**config.mk**
```make
export PLATFORM = sky130hd
export DESIGN_NAME = rotary_encoder_event_qualifier_top_flat
export DESIGN_NICKNAME = d
export VERILOG_FILES = /design/src/rotenc_pkg.sv /design/src/rotenc_if.sv /design/src/rotenc_qualify.sv /design/src/rotenc_beep.sv /design/src/rotary_encoder_event_qualifier_top.sv /design/src/flat_wrapper.sv
export SDC_FILE = /design/constraint.sdc
export NUM_CORES = 1
export LEC_CHECK = 0
export BUFFER_PORTS_ARGS = -buffer_cell sky130_fd_sc_hd__clkbuf_2
export CAP_MARGIN = 25
export CORE_MARGIN = 2
export CORE_UTILIZATION = 55
export DETAILED_ROUTE_END_ITERATION = 8
export MAX_ROUTING_LAYER = met4
export PLACE_DENSITY = 0.71
export SYNTH_ARGS = -nofsm -noshare
export SYNTH_HDL_FRONTEND = slang
export SYNTH_SLANG_ARGS = --single-unit
```
**constraint.sdc**
```tcl
create_clock -name clk -period 11.69 [get_ports clk]
set_clock_uncertainty 0.05 [all_clocks]
set_input_delay 0 -clock clk [delete_from_list [all_inputs] [get_ports clk]]
set_output_delay 0 -clock clk [all_outputs]
set_load 0.02 [all_outputs]
```
**src/rotenc_pkg.sv**
```systemverilog
// Shared types and constants for the rotary encoder event qualifier.
// No dependencies; every other file refers to it by scoped names.
package rotenc_pkg;

    localparam int STAMP_W   = 32;
    localparam int CFG_W     = 16;
    localparam int CFG_IDX_W = 1;

    // Configuration register indexes
    localparam logic [CFG_IDX_W-1:0] CFG_DEBOUNCE = 1'b0;
    localparam logic [CFG_IDX_W-1:0] CFG_BEEP     = 1'b1;

    localparam logic [CFG_W-1:0] DEBOUNCE_RESET = 16'd50;
    localparam logic [CFG_W-1:0] BEEP_RESET     = 16'd50;

    typedef enum logic [1:0] {
        EV_NONE   = 2'd0,
        EV_CW     = 2'd1,
        EV_CCW    = 2'd2,
        EV_BUTTON = 2'd3
    } event_code_t;

    typedef struct packed {
        logic               clk_level;
        logic               dir_level;
        logic               switch_level;
        logic [STAMP_W-1:0] now_ms;
        logic               take_event;
    } sample_t;

    typedef struct packed {
        event_code_t event_code;
        logic        event_waiting;
        logic        buzzer_on;
    } result_t;

    // Qualifier to beep timer: an event was accepted in this item
    typedef struct packed {
        logic               hit;
        logic [STAMP_W-1:0] now_ms;
    } hit_t;

endpackage

```
**src/rotenc_if.sv**
```systemverilog
// Valid/ready channel interfaces for encoder samples and event reports.
// Depends on rotenc_pkg for the timestamp width.
interface rotenc_sample_if;
    logic                            valid;
    logic                            ready;
    logic                            clk_level;
    logic                            dir_level;
    logic                            switch_level;
    logic [rotenc_pkg::STAMP_W-1:0]  now_ms;
    logic                            take_event;

    modport source (output valid, clk_level, dir_level, switch_level, now_ms, take_event,
                    input ready);
    modport sink (input valid, clk_level, dir_level, switch_level, now_ms, take_event,
                  output ready);
endinterface

interface rotenc_report_if;
    logic       valid;
    logic       ready;
    logic [1:0] event_code;
    logic       event_waiting;
    logic       buzzer_on;

    modport source (output valid, event_code, event_waiting, buzzer_on, input ready);
    modport sink (input valid, event_code, event_waiting, buzzer_on, output ready);
endinterface

```
**src/rotenc_qualify.sv**
```systemverilog
// Edge detection, debounce and pending event for the encoder and push switch.
// Depends on rotenc_pkg.
module rotenc_qualify
(
    input  logic                           clk,
    input  logic                           rst_n,
    input  logic                           step,
    input  rotenc_pkg::sample_t            smp,
    input  logic [rotenc_pkg::CFG_W-1:0]   debounce_ms,
    output rotenc_pkg::hit_t               hit,
    output rotenc_pkg::event_code_t        taken,
    output logic                           waiting
);

    logic                               prev_clk_reg;
    logic                               prev_switch_reg;
    logic [rotenc_pkg::STAMP_W-1:0]     rotate_stamp_reg;
    logic [rotenc_pkg::STAMP_W-1:0]     press_stamp_reg;
    rotenc_pkg::event_code_t            pending_reg;

    rotenc_pkg::event_code_t            pending_next;
    rotenc_pkg::event_code_t            code_mid;
    logic [rotenc_pkg::STAMP_W-1:0]     rot_elapsed;
    logic [rotenc_pkg::STAMP_W-1:0]     press_elapsed;
    logic [rotenc_pkg::STAMP_W-1:0]     limit;
    logic                               rot_ok;
    logic                               press_ok;

    // Wrap-around elapsed times
    assign rot_elapsed   = smp.now_ms - rotate_stamp_reg;
    assign press_elapsed = smp.now_ms - press_stamp_reg;
    assign limit         = rotenc_pkg::STAMP_W'(debounce_ms);

    assign rot_ok   = prev_clk_reg & ~smp.clk_level & (rot_elapsed > limit);
    assign press_ok = prev_switch_reg & ~smp.switch_level & (press_elapsed > limit);

    always_comb
    begin
        code_mid = pending_reg;
        if (rot_ok)
        begin
            code_mid = smp.dir_level ? rotenc_pkg::EV_CW : rotenc_pkg::EV_CCW;
        end
        // button overrides a rotation in the same item
        if (press_ok)
        begin
            code_mid = rotenc_pkg::EV_BUTTON;
        end
        if (smp.take_event)
        begin
            taken        = code_mid;
            pending_next = rotenc_pkg::EV_NONE;
        end
        else
        begin
            taken        = rotenc_pkg::EV_NONE;
            pending_next = code_mid;
        end
    end

    assign waiting    = (pending_next != rotenc_pkg::EV_NONE);
    assign hit.hit    = rot_ok | press_ok;
    assign hit.now_ms = smp.now_ms;

    always_ff @(posedge clk or negedge rst_n)
    begin
        if (!rst_n)
        begin
            prev_clk_reg     <= 1'b1;
            prev_switch_reg  <= 1'b1;
            rotate_stamp_reg <= '0;
            press_stamp_reg  <= '0;
            pending_reg      <= rotenc_pkg::EV_NONE;
        end
        else if (step)
        begin
            prev_clk_reg    <= smp.clk_level;
            prev_switch_reg <= smp.switch_level;
            pending_reg     <= pending_next;
            if (rot_ok)
            begin
                rotate_stamp_reg <= smp.now_ms;
            end
            if (press_ok)
            begin
                press_stamp_reg <= smp.now_ms;
            end
        end
    end

endmodule

```
**src/rotenc_beep.sv**
```systemverilog
// Buzzer timer: restarts on each accepted event, ends once beep_ms has elapsed.
// Depends on rotenc_pkg.
module rotenc_beep
(
    input  logic                           clk,
    input  logic                           rst_n,
    input  logic                           step,
    input  rotenc_pkg::hit_t               hit,
    input  logic [rotenc_pkg::CFG_W-1:0]   beep_ms,
    output logic                           buzzer_next
);

    logic                               beeping_reg;
    logic [rotenc_pkg::STAMP_W-1:0]     beep_start_reg;

    logic                               active;
    logic [rotenc_pkg::STAMP_W-1:0]     start;
    logic [rotenc_pkg::STAMP_W-1:0]     elapsed;

    // A fresh event restarts the timer within the same item
    assign active      = hit.hit | beeping_reg;
    assign start       = hit.hit ? hit.now_ms : beep_start_reg;
    assign elapsed     = hit.now_ms - start;
    assign buzzer_next = active & (elapsed < rotenc_pkg::STAMP_W'(beep_ms));

    always_ff @(posedge clk or negedge rst_n)
    begin
        if (!rst_n)
        begin
            beeping_reg    <= 1'b0;
            beep_start_reg <= '0;
        end
        else if (step)
        begin
            beeping_reg    <= buzzer_next;
            beep_start_reg <= start;
        end
    end

endmodule

```
**src/rotary_encoder_event_qualifier_top.sv**
```systemverilog
// Top level of the rotary encoder event qualifier: input register, qualifier,
// beep timer and result register. Depends on rotenc_pkg, rotenc_if, rotenc_qualify, rotenc_beep.
//
//   channel   dir   beat contents
//   pins      in    clk_level, dir_level, switch_level, now_ms, take_event
//   report    out   event_code, event_waiting, buzzer_on
//   cfg_*     in    write enable, register index, 16-bit data
//
// One sample per clock sustained while the report side is not stalled; an accepted sample
// loads the input register, then the result register once it is free, raising report.valid.
// Reset: previous levels high, stamps zero, nothing pending, buzzer off,
// debounce_ms and beep_ms at 50.
// A stalled report holds its beat; pins.ready falls only while both registers are
// full and report.ready is low, so each such stalled cycle costs one input beat.
module rotary_encoder_event_qualifier_top
(
    input  logic                                clk,
    input  logic                                rst_n,
    rotenc_sample_if.sink                       pins,
    rotenc_report_if.source                     report,
    input  logic                                cfg_we,
    input  logic [rotenc_pkg::CFG_IDX_W-1:0]    cfg_index,
    input  logic [rotenc_pkg::CFG_W-1:0]        cfg_data
);

    logic [rotenc_pkg::CFG_W-1:0]   debounce_reg;
    logic [rotenc_pkg::CFG_W-1:0]   beep_reg;

    logic                           in_vld_reg;
    rotenc_pkg::sample_t            smp_reg;
    logic                           out_vld_reg;
    rotenc_pkg::result_t            res_reg;

    logic                           adv;
    logic                           take_in;
    rotenc_pkg::hit_t               hit;
    rotenc_pkg::event_code_t        taken;
    logic                           waiting;
    logic                           buzzer_next;

    assign adv      = in_vld_reg & (~out_vld_reg | report.ready);
    assign take_in  = pins.valid & pins.ready;
    assign pins.ready = ~in_vld_reg | adv;

    always_ff @(posedge clk or negedge rst_n)
    begin
        if (!rst_n)
        begin
            debounce_reg <= rotenc_pkg::DEBOUNCE_RESET;
            beep_reg     <= rotenc_pkg::BEEP_RESET;
        end
        else if (cfg_we)
        begin
            case (cfg_index)
                rotenc_pkg::CFG_DEBOUNCE: debounce_reg <= cfg_data;
                rotenc_pkg::CFG_BEEP:     beep_reg     <= cfg_data;
                default:                  ;
            endcase
        end
    end

    // Input register
    always_ff @(posedge clk or negedge rst_n)
    begin
        if (!rst_n)
        begin
            in_vld_reg <= 1'b0;
        end
        else if (pins.ready)
        begin
            in_vld_reg <= pins.valid;
        end
    end

    always_ff @(posedge clk)
    begin
        if (take_in)
        begin
            smp_reg.clk_level    <= pins.clk_level;
            smp_reg.dir_level    <= pins.dir_level;
            smp_reg.switch_level <= pins.switch_level;
            smp_reg.now_ms       <= pins.now_ms;
            smp_reg.take_event   <= pins.take_event;
        end
    end

    rotenc_qualify u_qualify
    (
        .clk         (clk),
        .rst_n       (rst_n),
        .step        (adv),
        .smp         (smp_reg),
        .debounce_ms (debounce_reg),
        .hit         (hit),
        .taken       (taken),
        .waiting     (waiting)
    );

    rotenc_beep u_beep
    (
        .clk         (clk),
        .rst_n       (rst_n),
        .step        (adv),
        .hit         (hit),
        .beep_ms     (beep_reg),
        .buzzer_next (buzzer_next)
    );

    // Result register
    always_ff @(posedge clk or negedge rst_n)
    begin
        if (!rst_n)
        begin
            out_vld_reg <= 1'b0;
        end
        else if (adv)
        begin
            out_vld_reg <= 1'b1;
        end
        else if (report.ready)
        begin
            out_vld_reg <= 1'b0;
        end
    end

    always_ff @(posedge clk)
    begin
        if (adv)
        begin
            res_reg.event_code    <= taken;
            res_reg.event_waiting <= waiting;
            res_reg.buzzer_on     <= buzzer_next;
        end
    end

    assign report.valid         = out_vld_reg;
    assign report.event_code    = res_reg.event_code;
    assign report.event_waiting = res_reg.event_waiting;
    assign report.buzzer_on     = res_reg.buzzer_on;

endmodule

```
**src/flat_wrapper.sv**
```systemverilog
// flat-port wrapper written by rule: the top's interface ports become plain ports
module rotary_encoder_event_qualifier_top_flat 
  (clk, rst_n, cfg_we, cfg_index, cfg_data, pins_valid, pins_clk_level, pins_dir_level, pins_switch_level, pins_now_ms, pins_take_event, pins_ready, report_valid, report_event_code, report_event_waiting, report_buzzer_on, report_ready);
  rotenc_sample_if pins_i ();
  rotenc_report_if report_i ();
  input  logic clk;
  input  logic rst_n;
  input  logic cfg_we;
  input  logic [rotenc_pkg::CFG_IDX_W-1:0] cfg_index;
  input  logic [rotenc_pkg::CFG_W-1:0] cfg_data;
  input wire logic [$bits(pins_i.valid)-1:0] pins_valid;
  input wire logic [$bits(pins_i.clk_level)-1:0] pins_clk_level;
  input wire logic [$bits(pins_i.dir_level)-1:0] pins_dir_level;
  input wire logic [$bits(pins_i.switch_level)-1:0] pins_switch_level;
  input wire logic [$bits(pins_i.now_ms)-1:0] pins_now_ms;
  input wire logic [$bits(pins_i.take_event)-1:0] pins_take_event;
  output wire logic [$bits(pins_i.ready)-1:0] pins_ready;
  output wire logic [$bits(report_i.valid)-1:0] report_valid;
  output wire logic [$bits(report_i.event_code)-1:0] report_event_code;
  output wire logic [$bits(report_i.event_waiting)-1:0] report_event_waiting;
  output wire logic [$bits(report_i.buzzer_on)-1:0] report_buzzer_on;
  input wire logic [$bits(report_i.ready)-1:0] report_ready;
  assign pins_i.valid = pins_valid;
  assign pins_i.clk_level = pins_clk_level;
  assign pins_i.dir_level = pins_dir_level;
  assign pins_i.switch_level = pins_switch_level;
  assign pins_i.now_ms = pins_now_ms;
  assign pins_i.take_event = pins_take_event;
  assign pins_ready = pins_i.ready;
  assign report_valid = report_i.valid;
  assign report_event_code = report_i.event_code;
  assign report_event_waiting = report_i.event_waiting;
  assign report_buzzer_on = report_i.buzzer_on;
  assign report_i.ready = report_ready;
  rotary_encoder_event_qualifier_top u_core (.clk(clk), .rst_n(rst_n), .pins(pins_i), .report(report_i), .cfg_we(cfg_we), .cfg_index(cfg_index), .cfg_data(cfg_data));
endmodule
```
==> metrics.txt <==
status=complete, no violations; fill cell count=2132; Pleak=7.02 nW; multi-input logic area=0.00861 mm²; CTS Buf Count=17; dominant cell type by area after synthesis=dfrtp_1; CP Capture Type=flip-flop; DR vias=12366; Power Density=226 mW/mm²; register area=0.00459 mm²; first-pass GRT wire length=63300 µm; clk_lat worst skew=450 ps; syn avg cell area=8.78 µm²; Initial Util=0.554; CP Class=reg -> reg; GR Overflow Total=0; RSZ-0062 raised after global routing=false; count of cell types in the netlist=73; synth cell count leaders=nand2_1, ha_1, o21ai_0; ys async rst share=0.771; Longest Clk Path Bufs=2; worst path required time=11990 ps; vias in the first global route=11987; Die Y-Extent=163 µm; Slew HR=0.345; #FFs+latches synth=175; GP Congestion=0.982; DIE AREA=0.0264 mm²; drt first pass iters=5; Final Cycle Share=0.935; final worst hold slack=55.9 ps; Post-Syn Area=0.0138 mm²; die width=163 µm; port buffer count=63; routed wire length=39700 µm; DR WL/cell=19.7 µm; max FFs per register=36; DR iter-0 viols=1118; # nets final=1872; area grow syn2layout=13.3%; Total Routing Usage GR=0.314; Syn. warnings=0; crit path launch type=flip-flop; fmax=0.0915 GHz; antenna diode count=0; largest net degree at the start of global routing=70; Crit-path slowest cell=or4_4; dpl cells=1928; number of synthesized flops with an enable pin=40; MaxCap Viol Count=0; crit-path max FO=13; Worst-path clk slew=80 ps; # setup viols final=0; Final min period=10930 ps; total power=3.54 mW; clk sinks=175; Ports=64; CTS tree=yes; Non-Filler Instances=2017; top_reg_cell synth=dfrtp_1; largest cells by area after synthesis=dfrtp_1, ha_1, edfxtp_1; initial antenna violation count=0; Largest stage delay, worst path=670 ps; CP dominant cell by count=a21o_1; worst-margin pin slew=982 ps; Root Buffer=clkbuf_16; Fin. Hold Viols=0; Slew Viols, Final=0; postcts setup bufs=0; Remaining DRCs=0; sequential share of the synthesized area=0.332; Rows=58; Core Region=0.0250 mm²; share of layout cells above drive strength 1=0.135; H-tree depth=4; DR vias/cell=6.13; Detailed Place HPWL=30100 µm; most instantiated library cell after synthesis=nand2_1; Hold Crit Class=in -> reg; Post-Syn Instances=1575; Peak supply drop=0.111 mV; Post-DRT Antenna Nets=0; syn nets=1773; Post-Route Setup TNS=0 ps; Worst Path Arrival=11230 ps; share of the synthesized area in the top cell type=0.230
[layout make-up]
| type | instances | area share |
|---|---|---|
| clock inverter | 15 | 0.0107 |
| clock buffer | 17 | 0.0272 |
| inverter | 123 | 0.0295 |
| timing repair buffer | 134 | 0.0636 |
| sequential | 175 | 0.293 |
| tap | 330 | 0.0264 |
| multi-input combinational | 1223 | 0.550 |
[metrics by stage]
| step | worst slack (ps) | area (µm²) | utilization |
|---|---|---|---|
| after floorplan | 1260 | 13800 | - |
| after global placement | 680 | 14500 | 0.579 |
| after detailed placement | 442 | 14500 | 0.579 |
| after CTS | 396 | 15600 | 0.626 |
| after global routing | 40.8 | 15700 | 0.628 |
| final | 762 | 15700 | 0.628 |
[critical path: cells and delay by family, from the launching register on]
family	cells	cell delay, ps
buffers and inverters	4	640
AOI/OAI and AO/OA	25	4920
adders and majority gates	4	1430
and+or+nand+nor	13	2940
muxes	1	150
DFF	1	390
xor gates and xnor gates	2	300
[timing repair]
action | in CTS | in global routing
gates resized for setup | 0 | 15
hold buffers | 57 | 0
endpoints found under the hold margin | 138 | 0
endpoints found under the setup margin | 0 | 2
[placed cells by master, fill, tap and decap left out, drive strengths merged, types with 5 or more instances in the layout]
master and instances:
and3 8, a31oi 14, xnor2 26, o21bai 13, nor2 82, nand2 191
mux2 82, or4 6, mux2i 33, xor2 27, inv 128, clkbuf 79
or3 9, nor2b 15, dlygate4sd3 57, a21boi 6, clkinv 10, buf 15
nand3 27, o21ai 130, o21a 23, nand3b 5, dfrtp 127, a21oi 123
or2 5, nor4 5, and2 14, dfstp 8, edfxtp 40, o31ai 6
nand2b 19, a221o 6, and4 7, a211oi 15, o211ai 21, nor3 24
a21o 45, nand4 36, ha 137
[metal layers]
metal / share of wire / track usage / up-vias
li1: - / - / 5931
met1: 0.46 / 0.418 / 5949
met2: 0.46 / 0.495 / 406
met3: 0.052 / 0.0423 / 80
met4: 0.030 / 0.110 / 0
met5: 0 / - / -
[final timing paths]
path                                                   endpoint  cells after the start  slack (ps)                          start
min in group asynchronous                    u_core.beep_reg[7]                      2          90                          rst_n
max in group asynchronous  u_core.u_qualify.press_stamp_reg[14]                      3       10160                          rst_n
max                                   u_core.u_beep.beeping_reg                     49         760              u_core.smp_reg[8]
min reg2reg                       u_core.u_qualify.prev_clk_reg                      2         420  u_core.u_qualify.prev_clk_reg
min                                      u_core.debounce_reg[4]                      5          60                      cfg_index
max reg2reg                           u_core.u_beep.beeping_reg                     49         760              u_core.smp_reg[8]
[logic make-up after synthesis]
logic type	count (synthesis)	share of synthesized area
buffers and inverters	177	0.0490
and+or+nand+nor	460	0.158
muxes	115	0.0916
AOI/OAI and AO/OA	455	0.208
DFF	175	0.332
adders and majority gates	140	0.128
xor gates and xnor gates	53	0.0336
[power by group]
part | switching (mW) | internal (mW)
clock | 0.287 | 0.287
combinational | 1.25 | 0.848
sequential | 0.0941 | 0.781
(Power assumes the default switching activity.)
